==> src/rtl/qrp_pkg.sv <==
// ----------------------------------------------------------------------------
// qrp_pkg
// Shared types, constants and arcsine tables for the quaternion to
// roll/pitch converter.
// ----------------------------------------------------------------------------
package qrp_pkg;

  // field widths
  localparam int unsigned QuatW  = 16;
  localparam int unsigned AngleW = 15;
  localparam int unsigned ProdW  = 2 * QuatW;
  localparam int unsigned SumW   = ProdW + 1;
  localparam int unsigned IdxW   = 7;
  localparam int unsigned NibW   = 4;

  // decoupling queue depth between front and back
  localparam int unsigned QueueDepth = 4;
  localparam int unsigned QueuePtrW  = $clog2(QueueDepth);
  localparam int unsigned QueueCntW  = $clog2(QueueDepth + 1);

  // arcsine saturation angle (argument magnitude of one or more)
  localparam logic [AngleW-1:0] AngleSat = 15'h3FFF;

  // classified arcsine argument for one angle
  typedef struct packed {
    logic            neg;
    logic            sat;
    logic [IdxW-1:0] idx;
    logic [NibW-1:0] nib;
  } asin_arg_t;

  // one queue entry: both angles of one request
  typedef struct packed {
    asin_arg_t roll;
    asin_arg_t pitch;
  } arg_pair_t;

  // arcsine base table, bits 10..4 of the argument magnitude select the entry
  localparam logic [15:0] AsinBase [128] = '{
    16'h0000, 16'h0051, 16'h00A3, 16'h00F4, 16'h0146, 16'h0198, 16'h01E9, 16'h023B,
    16'h028C, 16'h02DE, 16'h0330, 16'h0381, 16'h03D3, 16'h0425, 16'h0477, 16'h04C9,
    16'h051B, 16'h056D, 16'h05C0, 16'h0612, 16'h0664, 16'h06B7, 16'h070A, 16'h075C,
    16'h07AF, 16'h0802, 16'h0855, 16'h08A9, 16'h08FC, 16'h0950, 16'h09A3, 16'h09F7,
    16'h0A4B, 16'h0AA0, 16'h0AF4, 16'h0B49, 16'h0B9E, 16'h0BF3, 16'h0C48, 16'h0C9D,
    16'h0CF3, 16'h0D49, 16'h0D9F, 16'h0DF5, 16'h0E4C, 16'h0EA3, 16'h0EFA, 16'h0F52,
    16'h0FA9, 16'h1001, 16'h105A, 16'h10B2, 16'h110B, 16'h1165, 16'h11BE, 16'h1218,
    16'h1273, 16'h12CE, 16'h1329, 16'h1385, 16'h13E1, 16'h143D, 16'h149A, 16'h14F7,
    16'h1555, 16'h15B4, 16'h1612, 16'h1672, 16'h16D2, 16'h1732, 16'h1793, 16'h17F5,
    16'h1857, 16'h18BA, 16'h191D, 16'h1982, 16'h19E7, 16'h1A4C, 16'h1AB3, 16'h1B1A,
    16'h1B82, 16'h1BEA, 16'h1C54, 16'h1CBF, 16'h1D2A, 16'h1D97, 16'h1E04, 16'h1E73,
    16'h1EE2, 16'h1F53, 16'h1FC5, 16'h2038, 16'h20AD, 16'h2123, 16'h219A, 16'h2213,
    16'h228D, 16'h2309, 16'h2387, 16'h2407, 16'h2488, 16'h250C, 16'h2592, 16'h261A,
    16'h26A4, 16'h2731, 16'h27C1, 16'h2854, 16'h28EA, 16'h2984, 16'h2A21, 16'h2AC3,
    16'h2B69, 16'h2C13, 16'h2CC4, 16'h2D7A, 16'h2E37, 16'h2EFC, 16'h2FC9, 16'h30A1,
    16'h3184, 16'h3276, 16'h3379, 16'h3493, 16'h35C9, 16'h3729, 16'h38C9, 16'h3AE7
  };

  // arcsine slope table, scaled by the low nibble of the argument
  localparam logic [7:0] AsinStep [128] = '{
    8'h05, 8'h05, 8'h05, 8'h05, 8'h05, 8'h05, 8'h05, 8'h05,
    8'h05, 8'h05, 8'h05, 8'h05, 8'h05, 8'h05, 8'h05, 8'h05,
    8'h05, 8'h05, 8'h05, 8'h05, 8'h05, 8'h05, 8'h05, 8'h05,
    8'h05, 8'h05, 8'h05, 8'h05, 8'h05, 8'h05, 8'h05, 8'h05,
    8'h05, 8'h05, 8'h05, 8'h05, 8'h05, 8'h05, 8'h05, 8'h05,
    8'h05, 8'h05, 8'h05, 8'h05, 8'h05, 8'h05, 8'h05, 8'h05,
    8'h06, 8'h06, 8'h06, 8'h06, 8'h06, 8'h06, 8'h06, 8'h06,
    8'h06, 8'h06, 8'h06, 8'h06, 8'h06, 8'h06, 8'h06, 8'h06,
    8'h06, 8'h06, 8'h06, 8'h06, 8'h06, 8'h06, 8'h06, 8'h06,
    8'h06, 8'h06, 8'h06, 8'h06, 8'h06, 8'h06, 8'h06, 8'h06,
    8'h07, 8'h07, 8'h07, 8'h07, 8'h07, 8'h07, 8'h07, 8'h07,
    8'h07, 8'h07, 8'h07, 8'h07, 8'h07, 8'h07, 8'h08, 8'h08,
    8'h08, 8'h08, 8'h08, 8'h08, 8'h08, 8'h08, 8'h09, 8'h09,
    8'h09, 8'h09, 8'h09, 8'h09, 8'h0A, 8'h0A, 8'h0A, 8'h0A,
    8'h0B, 8'h0B, 8'h0B, 8'h0C, 8'h0C, 8'h0D, 8'h0D, 8'h0E,
    8'h0F, 8'h10, 8'h12, 8'h13, 8'h16, 8'h1A, 8'h22, 8'h52
  };

endpackage

==> src/rtl/qrp_if.sv <==
// ----------------------------------------------------------------------------
// qrp_quat_if / qrp_angle_if
// Valid/ready channels carrying a quaternion request and its angle result.
// ----------------------------------------------------------------------------
interface qrp_quat_if;
  logic                                valid;
  logic                                ready;
  logic signed [qrp_pkg::QuatW-1:0]    quat_w;
  logic signed [qrp_pkg::QuatW-1:0]    quat_x;
  logic signed [qrp_pkg::QuatW-1:0]    quat_y;
  logic signed [qrp_pkg::QuatW-1:0]    quat_z;

  modport source (output valid, output quat_w, output quat_x, output quat_y,
                  output quat_z, input ready);
  modport sink   (input valid, input quat_w, input quat_x, input quat_y,
                  input quat_z, output ready);
endinterface

interface qrp_angle_if;
  logic                                valid;
  logic                                ready;
  logic signed [qrp_pkg::AngleW-1:0]   roll_angle;
  logic signed [qrp_pkg::AngleW-1:0]   pitch_angle;

  modport source (output valid, output roll_angle, output pitch_angle, input ready);
  modport sink   (input valid, input roll_angle, input pitch_angle, output ready);
endinterface

==> src/rtl/quaternion_to_roll_pitch_top.sv <==
// ----------------------------------------------------------------------------
// quaternion_to_roll_pitch_top
// Converts a Q2.14 unit quaternion into roll and pitch angles using a
// table-interpolated arcsine.
// ----------------------------------------------------------------------------
// Takes one quaternion request per clock while in_ready is high and returns one
// roll/pitch result per request, in order. Components are Q2.14 (0x4000 = 1) and should stay
// within +-0x4000; angles are 15-bit signed with 0x4000 = 90 degrees. The
// four 16x16 products are registered when a request is accepted, then the
// sums and argument classification are registered, then the pair passes
// through the queue, and then the arcsine table lookup with its 4x7 slope
// multiply goes into the output register. A four-entry queue between the
// classification stage and the arcsine stage lets the input keep flowing
// while the output is stalled, until the queue is full.
module quaternion_to_roll_pitch_top (
  input  logic  clk_i,
  input  logic  rst_ni,
  qrp_quat_if.sink    quat_i,
  qrp_angle_if.source angle_o
);

  logic               fr_valid, fr_ready;
  qrp_pkg::arg_pair_t fr_pair;
  logic               bk_valid, bk_ready;
  qrp_pkg::arg_pair_t bk_pair;

  // front: products and classification
  qrp_front u_front (
    .clk_i       (clk_i),
    .rst_ni      (rst_ni),
    .in_valid_i  (quat_i.valid),
    .in_ready_o  (quat_i.ready),
    .quat_w_i    (quat_i.quat_w),
    .quat_x_i    (quat_i.quat_x),
    .quat_y_i    (quat_i.quat_y),
    .quat_z_i    (quat_i.quat_z),
    .out_valid_o (fr_valid),
    .out_ready_i (fr_ready),
    .out_pair_o  (fr_pair)
  );

  // decoupling queue
  qrp_queue u_queue (
    .clk_i        (clk_i),
    .rst_ni       (rst_ni),
    .push_valid_i (fr_valid),
    .push_ready_o (fr_ready),
    .push_pair_i  (fr_pair),
    .pop_valid_o  (bk_valid),
    .pop_ready_i  (bk_ready),
    .pop_pair_o   (bk_pair)
  );

  // back: arcsine and output register
  qrp_back u_back (
    .clk_i         (clk_i),
    .rst_ni        (rst_ni),
    .in_valid_i    (bk_valid),
    .in_ready_o    (bk_ready),
    .in_pair_i     (bk_pair),
    .out_valid_o   (angle_o.valid),
    .out_ready_i   (angle_o.ready),
    .roll_angle_o  (angle_o.roll_angle),
    .pitch_angle_o (angle_o.pitch_angle)
  );

endmodule

==> src/rtl/qrp_front.sv <==
// ----------------------------------------------------------------------------
// qrp_front
// Takes quaternion requests, forms the two sums of products and classifies
// each arcsine argument (sign, saturation, table index, nibble).
// ----------------------------------------------------------------------------
module qrp_front (
  input  logic                            clk_i,
  input  logic                            rst_ni,
  input  logic                            in_valid_i,
  output logic                            in_ready_o,
  input  logic signed [qrp_pkg::QuatW-1:0] quat_w_i,
  input  logic signed [qrp_pkg::QuatW-1:0] quat_x_i,
  input  logic signed [qrp_pkg::QuatW-1:0] quat_y_i,
  input  logic signed [qrp_pkg::QuatW-1:0] quat_z_i,
  output logic                            out_valid_o,
  input  logic                            out_ready_i,
  output qrp_pkg::arg_pair_t              out_pair_o
);

  logic                             mul_vld_q;
  logic signed [qrp_pkg::ProdW-1:0] p_yz_q, p_xw_q, p_yw_q, p_zx_q;
  logic                             cls_vld_q;
  qrp_pkg::arg_pair_t               cls_pair_q;

  logic                             cls_ready, mul_ready;
  logic signed [qrp_pkg::SumW-1:0]  roll_sum, pitch_sum;

  // stage handshakes
  assign cls_ready  = !cls_vld_q || out_ready_i;
  assign mul_ready  = !mul_vld_q || cls_ready;
  assign in_ready_o = mul_ready;

  // classify a shifted sum for the arcsine table
  function automatic qrp_pkg::asin_arg_t classify(logic signed [qrp_pkg::SumW-1:0] sum);
    logic [15:0]        arg;
    logic [15:0]        mag;
    qrp_pkg::asin_arg_t r;
    arg   = sum[31:16];
    mag   = arg[15] ? ~arg : arg;
    r.neg = arg[15];
    r.sat = (mag[15:11] != 5'd0);
    r.idx = mag[10:4];
    r.nib = mag[3:0];
    return r;
  endfunction

  // sums of products
  assign roll_sum  = qrp_pkg::SumW'(p_yz_q) + qrp_pkg::SumW'(p_xw_q);
  assign pitch_sum = qrp_pkg::SumW'(p_yw_q) - qrp_pkg::SumW'(p_zx_q);

  // stage valid bits
  always_ff @(posedge clk_i or negedge rst_ni) begin
    if (!rst_ni) begin
      mul_vld_q <= 1'b0;
      cls_vld_q <= 1'b0;
    end else begin
      if (mul_ready) mul_vld_q <= in_valid_i;
      if (cls_ready) cls_vld_q <= mul_vld_q;
    end
  end

  // multiplier stage
  always_ff @(posedge clk_i) begin
    if (mul_ready && in_valid_i) begin
      p_yz_q <= quat_y_i * quat_z_i;
      p_xw_q <= quat_x_i * quat_w_i;
      p_yw_q <= quat_y_i * quat_w_i;
      p_zx_q <= quat_z_i * quat_x_i;
    end
  end

  // classification stage
  always_ff @(posedge clk_i) begin
    if (cls_ready && mul_vld_q) begin
      cls_pair_q.roll  <= classify(roll_sum);
      cls_pair_q.pitch <= classify(pitch_sum);
    end
  end

  assign out_valid_o = cls_vld_q;
  assign out_pair_o  = cls_pair_q;

endmodule

==> src/rtl/qrp_queue.sv <==
// ----------------------------------------------------------------------------
// qrp_queue
// Short queue of classified arguments between the front and the back.
// ----------------------------------------------------------------------------
module qrp_queue (
  input  logic               clk_i,
  input  logic               rst_ni,
  input  logic               push_valid_i,
  output logic               push_ready_o,
  input  qrp_pkg::arg_pair_t push_pair_i,
  output logic               pop_valid_o,
  input  logic               pop_ready_i,
  output qrp_pkg::arg_pair_t pop_pair_o
);

  qrp_pkg::arg_pair_t                 entry_q [qrp_pkg::QueueDepth];
  logic [qrp_pkg::QueuePtrW-1:0]      wr_ptr_q, rd_ptr_q;
  logic [qrp_pkg::QueueCntW-1:0]      count_q, count_d;
  logic                               push, pop;

  assign push_ready_o = (count_q != qrp_pkg::QueueCntW'(qrp_pkg::QueueDepth));
  assign pop_valid_o  = (count_q != '0);
  assign push         = push_valid_i && push_ready_o;
  assign pop          = pop_valid_o && pop_ready_i;
  assign pop_pair_o   = entry_q[rd_ptr_q];

  // occupancy
  always_comb begin
    count_d = count_q;
    if (push && !pop) count_d = count_q + 1'b1;
    else if (pop && !push) count_d = count_q - 1'b1;
  end

  // pointers and count
  always_ff @(posedge clk_i or negedge rst_ni) begin
    if (!rst_ni) begin
      wr_ptr_q <= '0;
      rd_ptr_q <= '0;
      count_q  <= '0;
    end else begin
      if (push) wr_ptr_q <= wr_ptr_q + 1'b1;
      if (pop)  rd_ptr_q <= rd_ptr_q + 1'b1;
      count_q <= count_d;
    end
  end

  // entry storage
  always_ff @(posedge clk_i) begin
    if (push) entry_q[wr_ptr_q] <= push_pair_i;
  end

  // occupancy never exceeds the depth
  assert property (@(posedge clk_i) disable iff (!rst_ni)
    count_q <= qrp_pkg::QueueCntW'(qrp_pkg::QueueDepth))
    else $error("queue count above depth");

  // pointer distance matches the count
  assert property (@(posedge clk_i) disable iff (!rst_ni)
    (wr_ptr_q - rd_ptr_q) == count_q[qrp_pkg::QueuePtrW-1:0])
    else $error("queue pointers disagree with count");

  // count advances on a push without a pop
  assert property (@(posedge clk_i) disable iff (!rst_ni)
    (push && !pop) |=> (count_q == $past(count_q) + 1'b1))
    else $error("queue count did not advance on push");

endmodule

==> src/rtl/qrp_back.sv <==
// ----------------------------------------------------------------------------
// qrp_back
// Table arcsine for both angles and the output register.
// ----------------------------------------------------------------------------
module qrp_back (
  input  logic                             clk_i,
  input  logic                             rst_ni,
  input  logic                             in_valid_i,
  output logic                             in_ready_o,
  input  qrp_pkg::arg_pair_t               in_pair_i,
  output logic                             out_valid_o,
  input  logic                             out_ready_i,
  output logic signed [qrp_pkg::AngleW-1:0] roll_angle_o,
  output logic signed [qrp_pkg::AngleW-1:0] pitch_angle_o
);

  logic                         out_vld_q;
  logic [qrp_pkg::AngleW-1:0]   roll_q, pitch_q;
  logic                         take;

  // base plus slope times nibble, saturate, then restore the sign
  function automatic logic [qrp_pkg::AngleW-1:0] asin_angle(qrp_pkg::asin_arg_t a);
    logic [qrp_pkg::AngleW-1:0] base;
    logic [6:0]                 step;
    logic [10:0]                lerp;
    logic [qrp_pkg::AngleW-1:0] ang;
    base = qrp_pkg::AsinBase[a.idx][qrp_pkg::AngleW-1:0];
    step = qrp_pkg::AsinStep[a.idx][6:0];
    lerp = 11'(a.nib) * 11'(step);
    ang  = a.sat ? qrp_pkg::AngleSat : base + qrp_pkg::AngleW'(lerp);
    return a.neg ? ~ang : ang;
  endfunction

  assign in_ready_o = !out_vld_q || out_ready_i;
  assign take       = in_valid_i && in_ready_o;

  // output valid
  always_ff @(posedge clk_i or negedge rst_ni) begin
    if (!rst_ni) begin
      out_vld_q <= 1'b0;
    end else if (in_ready_o) begin
      out_vld_q <= in_valid_i;
    end
  end

  // output angles
  always_ff @(posedge clk_i) begin
    if (take) begin
      roll_q  <= asin_angle(in_pair_i.roll);
      pitch_q <= asin_angle(in_pair_i.pitch);
    end
  end

  assign out_valid_o   = out_vld_q;
  assign roll_angle_o  = $signed(roll_q);
  assign pitch_angle_o = $signed(pitch_q);

endmodule
==> src/flat_wrapper.sv <==
// flat-port wrapper written by rule: the top's interface ports become plain ports
module quaternion_to_roll_pitch_top_flat 
  (clk_i, rst_ni, quat_i_valid, quat_i_quat_w, quat_i_quat_x, quat_i_quat_y, quat_i_quat_z, quat_i_ready, angle_o_valid, angle_o_roll_angle, angle_o_pitch_angle, angle_o_ready);
  qrp_quat_if quat_i_i ();
  qrp_angle_if angle_o_i ();
  input  logic clk_i;
  input  logic rst_ni;
  input wire logic [$bits(quat_i_i.valid)-1:0] quat_i_valid;
  input wire logic [$bits(quat_i_i.quat_w)-1:0] quat_i_quat_w;
  input wire logic [$bits(quat_i_i.quat_x)-1:0] quat_i_quat_x;
  input wire logic [$bits(quat_i_i.quat_y)-1:0] quat_i_quat_y;
  input wire logic [$bits(quat_i_i.quat_z)-1:0] quat_i_quat_z;
  output wire logic [$bits(quat_i_i.ready)-1:0] quat_i_ready;
  output wire logic [$bits(angle_o_i.valid)-1:0] angle_o_valid;
  output wire logic [$bits(angle_o_i.roll_angle)-1:0] angle_o_roll_angle;
  output wire logic [$bits(angle_o_i.pitch_angle)-1:0] angle_o_pitch_angle;
  input wire logic [$bits(angle_o_i.ready)-1:0] angle_o_ready;
  assign quat_i_i.valid = quat_i_valid;
  assign quat_i_i.quat_w = quat_i_quat_w;
  assign quat_i_i.quat_x = quat_i_quat_x;
  assign quat_i_i.quat_y = quat_i_quat_y;
  assign quat_i_i.quat_z = quat_i_quat_z;
  assign quat_i_ready = quat_i_i.ready;
  assign angle_o_valid = angle_o_i.valid;
  assign angle_o_roll_angle = angle_o_i.roll_angle;
  assign angle_o_pitch_angle = angle_o_i.pitch_angle;
  assign angle_o_i.ready = angle_o_ready;
  quaternion_to_roll_pitch_top u_core (.clk_i(clk_i), .rst_ni(rst_ni), .quat_i(quat_i_i), .angle_o(angle_o_i));
endmodule
==> config.mk <==
export PLATFORM = sky130hd
export DESIGN_NAME = quaternion_to_roll_pitch_top_flat
export DESIGN_NICKNAME = d
export VERILOG_FILES = /design/src/rtl/qrp_pkg.sv /design/src/rtl/qrp_if.sv /design/src/rtl/quaternion_to_roll_pitch_top.sv /design/src/rtl/qrp_front.sv /design/src/rtl/qrp_queue.sv /design/src/rtl/qrp_back.sv /design/src/flat_wrapper.sv
export SDC_FILE = /design/constraint.sdc
export NUM_CORES = 2
export LEC_CHECK = 0
export ABC_AREA = 1
export BUFFER_PORTS_ARGS = -buffer_cell sky130_fd_sc_hd__buf_2
export CORE_ASPECT_RATIO = 0.75
export CORE_UTILIZATION = 33
export CTS_BUF_LIST = sky130_fd_sc_hd__clkbuf_16
export CTS_CLUSTER_DIAMETER = 100
export DETAILED_ROUTE_END_ITERATION = 6
export GPL_ROUTABILITY_DRIVEN = 0
export PLACE_DENSITY = 0.48
export SLEW_MARGIN = 30
export SYNTH_ARGS = -nofsm -noshare
export SYNTH_HDL_FRONTEND = slang
export SYNTH_SLANG_ARGS = --single-unit
==> constraint.sdc <==
create_clock -name clk_i -period 5 [get_ports clk_i]
set_clock_uncertainty 0.05 [all_clocks]
set_input_delay 0.75 -clock clk_i [delete_from_list [all_inputs] [get_ports clk_i]]
set_output_delay 0.75 -clock clk_i [all_outputs]
set_load 0.1 [all_outputs]
Word-level counts from Yosys, hierarchy flattened
Memory sizes are Yosys's and may differ from the RTL's.
Index checks and enable logic that the tools add are counted.
- input bits: 68
- ROM bits: 6144
- flip-flop bits (word level): 194
- logic and storage cells: 84
- memories: 5
- output and inout bits: 32
- RAM bits: 104
- memories (memory ; words ; bits a word ; rd ports ; clocked after memory_dff ; write ports ; line ; RTL):
    (name not given) ; 128 ; 16 ; 1 ; 0 ; 0 ; qrp_back.sv:27 ; base = qrp_pkg::AsinBase[a.idx][qrp_pkg::AngleW-1:0];
    (name not given) ; 128 ; 16 ; 1 ; 0 ; 0 ; qrp_back.sv:27 ;
    (name not given) ; 128 ; 8 ; 1 ; 0 ; 0 ; qrp_back.sv:28 ; step = qrp_pkg::AsinStep[a.idx][6:0];
    (name not given) ; 128 ; 8 ; 1 ; 0 ; 0 ; qrp_back.sv:28 ;
    u_core.u_queue.entry_q ; 4 ; 26 ; 1 ; 0 ; 1 ; qrp_queue.sv:16 ; qrp_pkg::arg_pair_t entry_q [qrp_pkg::QueueDepth];
- add/sub/neg operators: 8
- eq/ne operators: 1
- reductions and logical operators: 18
- multipliers: 6
- mux-type cells: 18
- order comparisons: 2
- bitwise operators: 6
- operator list (cell ; number):
    $mul 16x16->32 ; 4
    $mux 15 ; 8
    $add 32x32->32 ; 1
    $mux 16 ; 2
    $not 16->16 ; 2
    $sub 32x32->32 ; 1
    $add 15x11->15 ; 2
    $not 15->15 ; 2
    $mux 7 ; 4
    $mul 4x7->11 ; 2
    $ge 8x8->1 const B ; 2
    $not 7->8 ; 2
    $reduce_bool 5->1 ; 2
    $logic_and 1x1->1 ; 6
    $mux 3 ; 2
    $logic_not 1->1 ; 5
    $add 2x1->2 const B ; 2
    $add 3x1->3 const B ; 1
    $logic_or 1x1->1 ; 3
    $ne 3x3->1 const B ; 1
    $reduce_bool 3->1 ; 1
    $sub 3x1->3 const B ; 1
    $mux 1 ; 2
    $reduce_bool 2->1 ; 1

Longest topological paths before layout
An unclocked memory read counts as a cell.
- depth after elaboration: 10
- gate-level depth with buffers: 36
- mapped depth without buffers: 34

By module
From an unflattened synthesis, not the netlist that was laid out.
- cells, all modules: 8038
- area, all modules: 63510.9 um^2
- modules (own cells, without submodules) (module ; cells an instance ; area each (um^2) ; times used ; sequential area each (um^2)):
    qrp_front ; 6363 ; 50438.4 ; 1 ; 4674.5
    qrp_back ; 1313 ; 8189.1 ; 1 ; 925.9
    qrp_queue ; 362 ; 4883.4 ; 1 ; 3298.2

Worst setup path before layout
Ideal clock, no wire load.
- path kind: input -> register
- start: in quat_i_quat_z[15]
- end: reg u_core.u_front.p_zx_q[26] (netlist name) (data pin)
- path buffers: 2
- arrival: 5.917 ns
- data required time: 4.681 ns
- stages: 19
- setup slack: -1.236 ns
- setup time: 0.269 ns
- path through: clkbuf_1 -> buf_1 -> nand2_1 -> inv_1 -> fa_1 -> fa_1 -> inv_1 -> fa_1 -> inv_1 -> fa_1 -> fa_1 -> fa_1 -> ha_1 -> a21o_1 -> nor2_1 -> a21boi_0 -> o21a_1 -> o31ai_1 -> xor2_1
- longest elaborated chain between the ends: 1
- ends and longest elaborated chain (what ; line ; RTL):
    start: declaration ; flat_wrapper.sv:12 ; input wire logic [$bits(quat_i_i.quat_z)-1:0] quat_i_quat_z;
    $mul 16x16->32 ; qrp_front.sv:68 ; p_zx_q <= quat_z_i * quat_x_i;
    end signal: assignment ; qrp_front.sv:68 ;
    end: declaration ; qrp_front.sv:21 ; logic signed [qrp_pkg::ProdW-1:0] p_yz_q, p_xw_q, p_yw_q, p_zx_q;
No other way between the ends.
A chain may end at the register's enable or synchronous reset.

Worst setup path after layout
- start: in quat_i_quat_z[15]
- end: reg u_core.u_front.p_zx_q[29] (netlist name) (data pin)
The elaborated chain is that of the path after synthesis.

==> results.toml <==
[run_status]
status = "complete, but fails checks"
violations = "setup timing"

[global_routing]
grt_pass1_wl_mm = 341.6
grt_pass1_vias = 57090
grt_max_degree = 53
grt_util_all_layers_pct = 22.91
grt_overflow = 0
grt_antenna_before_repair = 10

[logic_synthesis]
synth.top_cell.area_share_pct = 34.30
synth_fa_ha_area_share_pct = 43.77
synth_top_family_by_area = "adder cells"
synth_top_cell_by_area = "fa_1"
synthSimpleGateAreaFrac_pct = 19.16
yosys_warnings = 0
synth_area_um2 = 63560
ys.flop_type = "edfxtp_1"
muxShareOfSynthArea_pct = 0.01772
synth_compound_area_share_pct = 5.518
synth.avg_cell_area_um2 = 7.870
yosys-top-cells-count = "inv_1 (2113), nand2_1 (2100), fa_1 (1089)"
ys_seq_area_share_pct = 14.00
synth_most_common_cell = "inv_1"
synth-seq-cells = 298
synth_area_leaders = "fa_1 (34%), edfxtp_1 (14%), inv_1 (12%)"
syn_inst = 8076
syn_nets = 9714
synth_cell_type_count = 60
synth_xor_area_share_pct = 2.976
synth-async-reset-ratio_pct = 3.356
synth_edf_count = 288

[layout]
stdcell_area_um2 = 83440
filler_cell_count = 19160
drive_gt1_share_pct = 25.43
final_nets = 10800
fin_util_pct = 43.62
syn2layout_area_growth_pct = 31.28

[sta]
period_minus_slack_ps = 5656
worst_pin_slew_ps = 850.4
relSlewSlack_pct = 43.31
setup_violations = 109
setup_ws_ps = -656.4
holdWs_ps = 284.3
hold_viol = 0
drv_slew = 0
timing.final.crit_share_pct = 113.1
setup_tns_ps = -35540
rsz0062_at_grt = "yes"
fmax_mhz = 176.8

[floorplan]
fp.dieH_um = 382.1
floorplan.rows = 139
die_x_um = 508.8
initial_core_util_pct = 33.22
core_um2 = 191300
num_io_pins = 100
dieArea_um2 = 194400

[route]
routedWlPerCell_um = 18.62
routed_wl_mm = 218.5
drt-vias-per-instance = 4.714
remaining_drc_errors = 0
drtIter0Drc = 4614
final_antenna_net_count = 0
drt_pass1_iterations = 6
dr_total_vias = 55310

[placement]
place_hpwl_mm = 179.1
buffer_ports.inserted = 99
placed_area_um2 = 76740

[clock_tree]
cts_tree = "built"
htree_levels = 2
root_buffer = "clkbuf_16"
clk_latency_ps = 620
clk_pin_slew_ps = 60
cts_buffers = 38
cts.path.max_buffers = 3
clock-sinks = 298

[hold_path]
min_path_type = "in -> reg"

[job]
drv_cap = 0

[critical_path]
worstPathRequired_ps = 5330
crit_type = "in -> reg"
worstPathArrival_ps = 5980
crit_path_end_kind = "flip-flop"
worstPathMaxFanout = 6
startpoint_type = "input port"
==> layer usage <==
metal	global-route usage, %	part of all wire, %	wire, um
met5	0	0.023	51
met2	32.71	40	87480
met1	35.87	50	108400
met3	3.665	8.2	18000
met4	4.443	2.1	4573
==> cells by family after synthesis <==
family | count (synthesis)
fa+ha+maj | 1570
xor+xnor | 216
simple gates | 2993
compound gates | 601
buf+inv | 2397
mux | 1
flops | 298
==> final timing paths <==
path / start / endpoint / slack, ps / cells after the start
worst max-delay path: quat_i_quat_z[15] / u_core.u_front.p_zx_q[29] / -660 / 20
max in group asynchronous: rst_ni / u_core.u_queue.rd_ptr_q[1] / 4090 / 2
worst min register to register: u_core.u_front.out_pair_o[17] / u_core.u_queue.entry_q[3][17] / 410 / 0
min in group asynchronous: rst_ni / u_core.u_queue.count_q[0] / 530 / 2
worst max register to register: u_core.u_queue.rd_ptr_q[0] / u_core.u_back.pitch_angle_o[9] / -250 / 28
worst min-delay path: angle_o_ready / u_core.u_back.out_valid_o / 280 / 2
==> worst max-delay path, stage by stage <==
cell     delay [ps]
buf_16          130
buf_16          160
nand2_4         100
inv_4            40
fa_2            600
fa_2            540
buf_12          180
fa_1            470
inv_1            50
fa_1            550
fa_1            430
fa_1            510
inv_2            40
ha_4            280
nand2_4          60
nor4_4          340
nand4_1         260
nand4_1         190
xor2_1           80
buf_4           150
==> layout by cell type (no fill, tap or decap), drive strengths merged, types with 8 or more instances in the layout <==
| master | synthesis | routed |
|---|---|---|
| dfrtp | 10 | 10 |
| clkbuf | 198 | 42 |
| o21bai | 18 | 18 |
| a31oi | 19 | 19 |
| nor4 | 8 | 8 |
| edfxtp | 288 | 288 |
| fa | 1089 | 1089 |
| a21oi | 247 | 247 |
| o211ai | 26 | 26 |
| clkinv | 0 | 17 |
| xor2 | 147 | 147 |
| a21boi | 9 | 9 |
| nand4 | 69 | 69 |
| or2 | 45 | 45 |
| a21o | 25 | 25 |
| xnor2 | 69 | 69 |
| nor3 | 36 | 36 |
| nand2 | 2126 | 2126 |
| nand3 | 259 | 259 |
| nor2 | 429 | 429 |
| o21ai | 202 | 202 |
| ha | 481 | 481 |
| buf | 66 | 1306 |
| inv | 2133 | 2141 |
| nand3b | 11 | 11 |
| o2111ai | 9 | 9 |
==> final cells by class <==
| cell class | count | area (um^2) | share of cell area (%) |
|---|---|---|---|
| multi-input combinational | 5381 | 49810 | 59.69 |
| timing repair buffer | 1313 | 12190 | 14.61 |
| sequential | 298 | 8901 | 10.67 |
| inverter | 2133 | 8056 | 9.655 |
| tap | 2538 | 3176 | 3.806 |
| clock buffer | 38 | 950.9 | 1.140 |
| clock inverter | 32 | 354.1 | 0.4244 |
| antenna | 1 | 2.502 | 0.002999 |
==> what timing repair did <==
item,in CTS,in global routing
pin swaps,271,312
gates cloned,7,3
setup buffers,125,70
resized for setup,496,448
hold buffers,1,0
endpoints found under the hold margin,10,0
setup endpoints to repair,115,120
==> state kept, by name (all words and copies together), names as in the netlist, 2 cells and up <==
name                         flops
u_core.u_queue.entry_q         104
u_core.u_queue.count_q           3
u_core.u_front.p_xw_q           32
u_core.u_front.p_zx_q           32
u_core.u_back.roll_angle_o      15
u_core.u_back.pitch_angle_o     15
u_core.u_front.p_yz_q           32
u_core.u_front.out_pair_o       26
u_core.u_queue.rd_ptr_q          2
u_core.u_queue.wr_ptr_q          2
u_core.u_front.p_yw_q           32
==> through the flow <==
step,std cells,setup WS (ps)
after floorplan,8076,-688.2
after global placement,11470,-1539
after detailed placement,11470,-1488
after CTS,11670,-568.7
after global routing,11730,-766.6
final,11730,-656.4
Power is not shown: default switching activity piles up to over one toggle a cycle in this logic, so the estimate is an artifact.
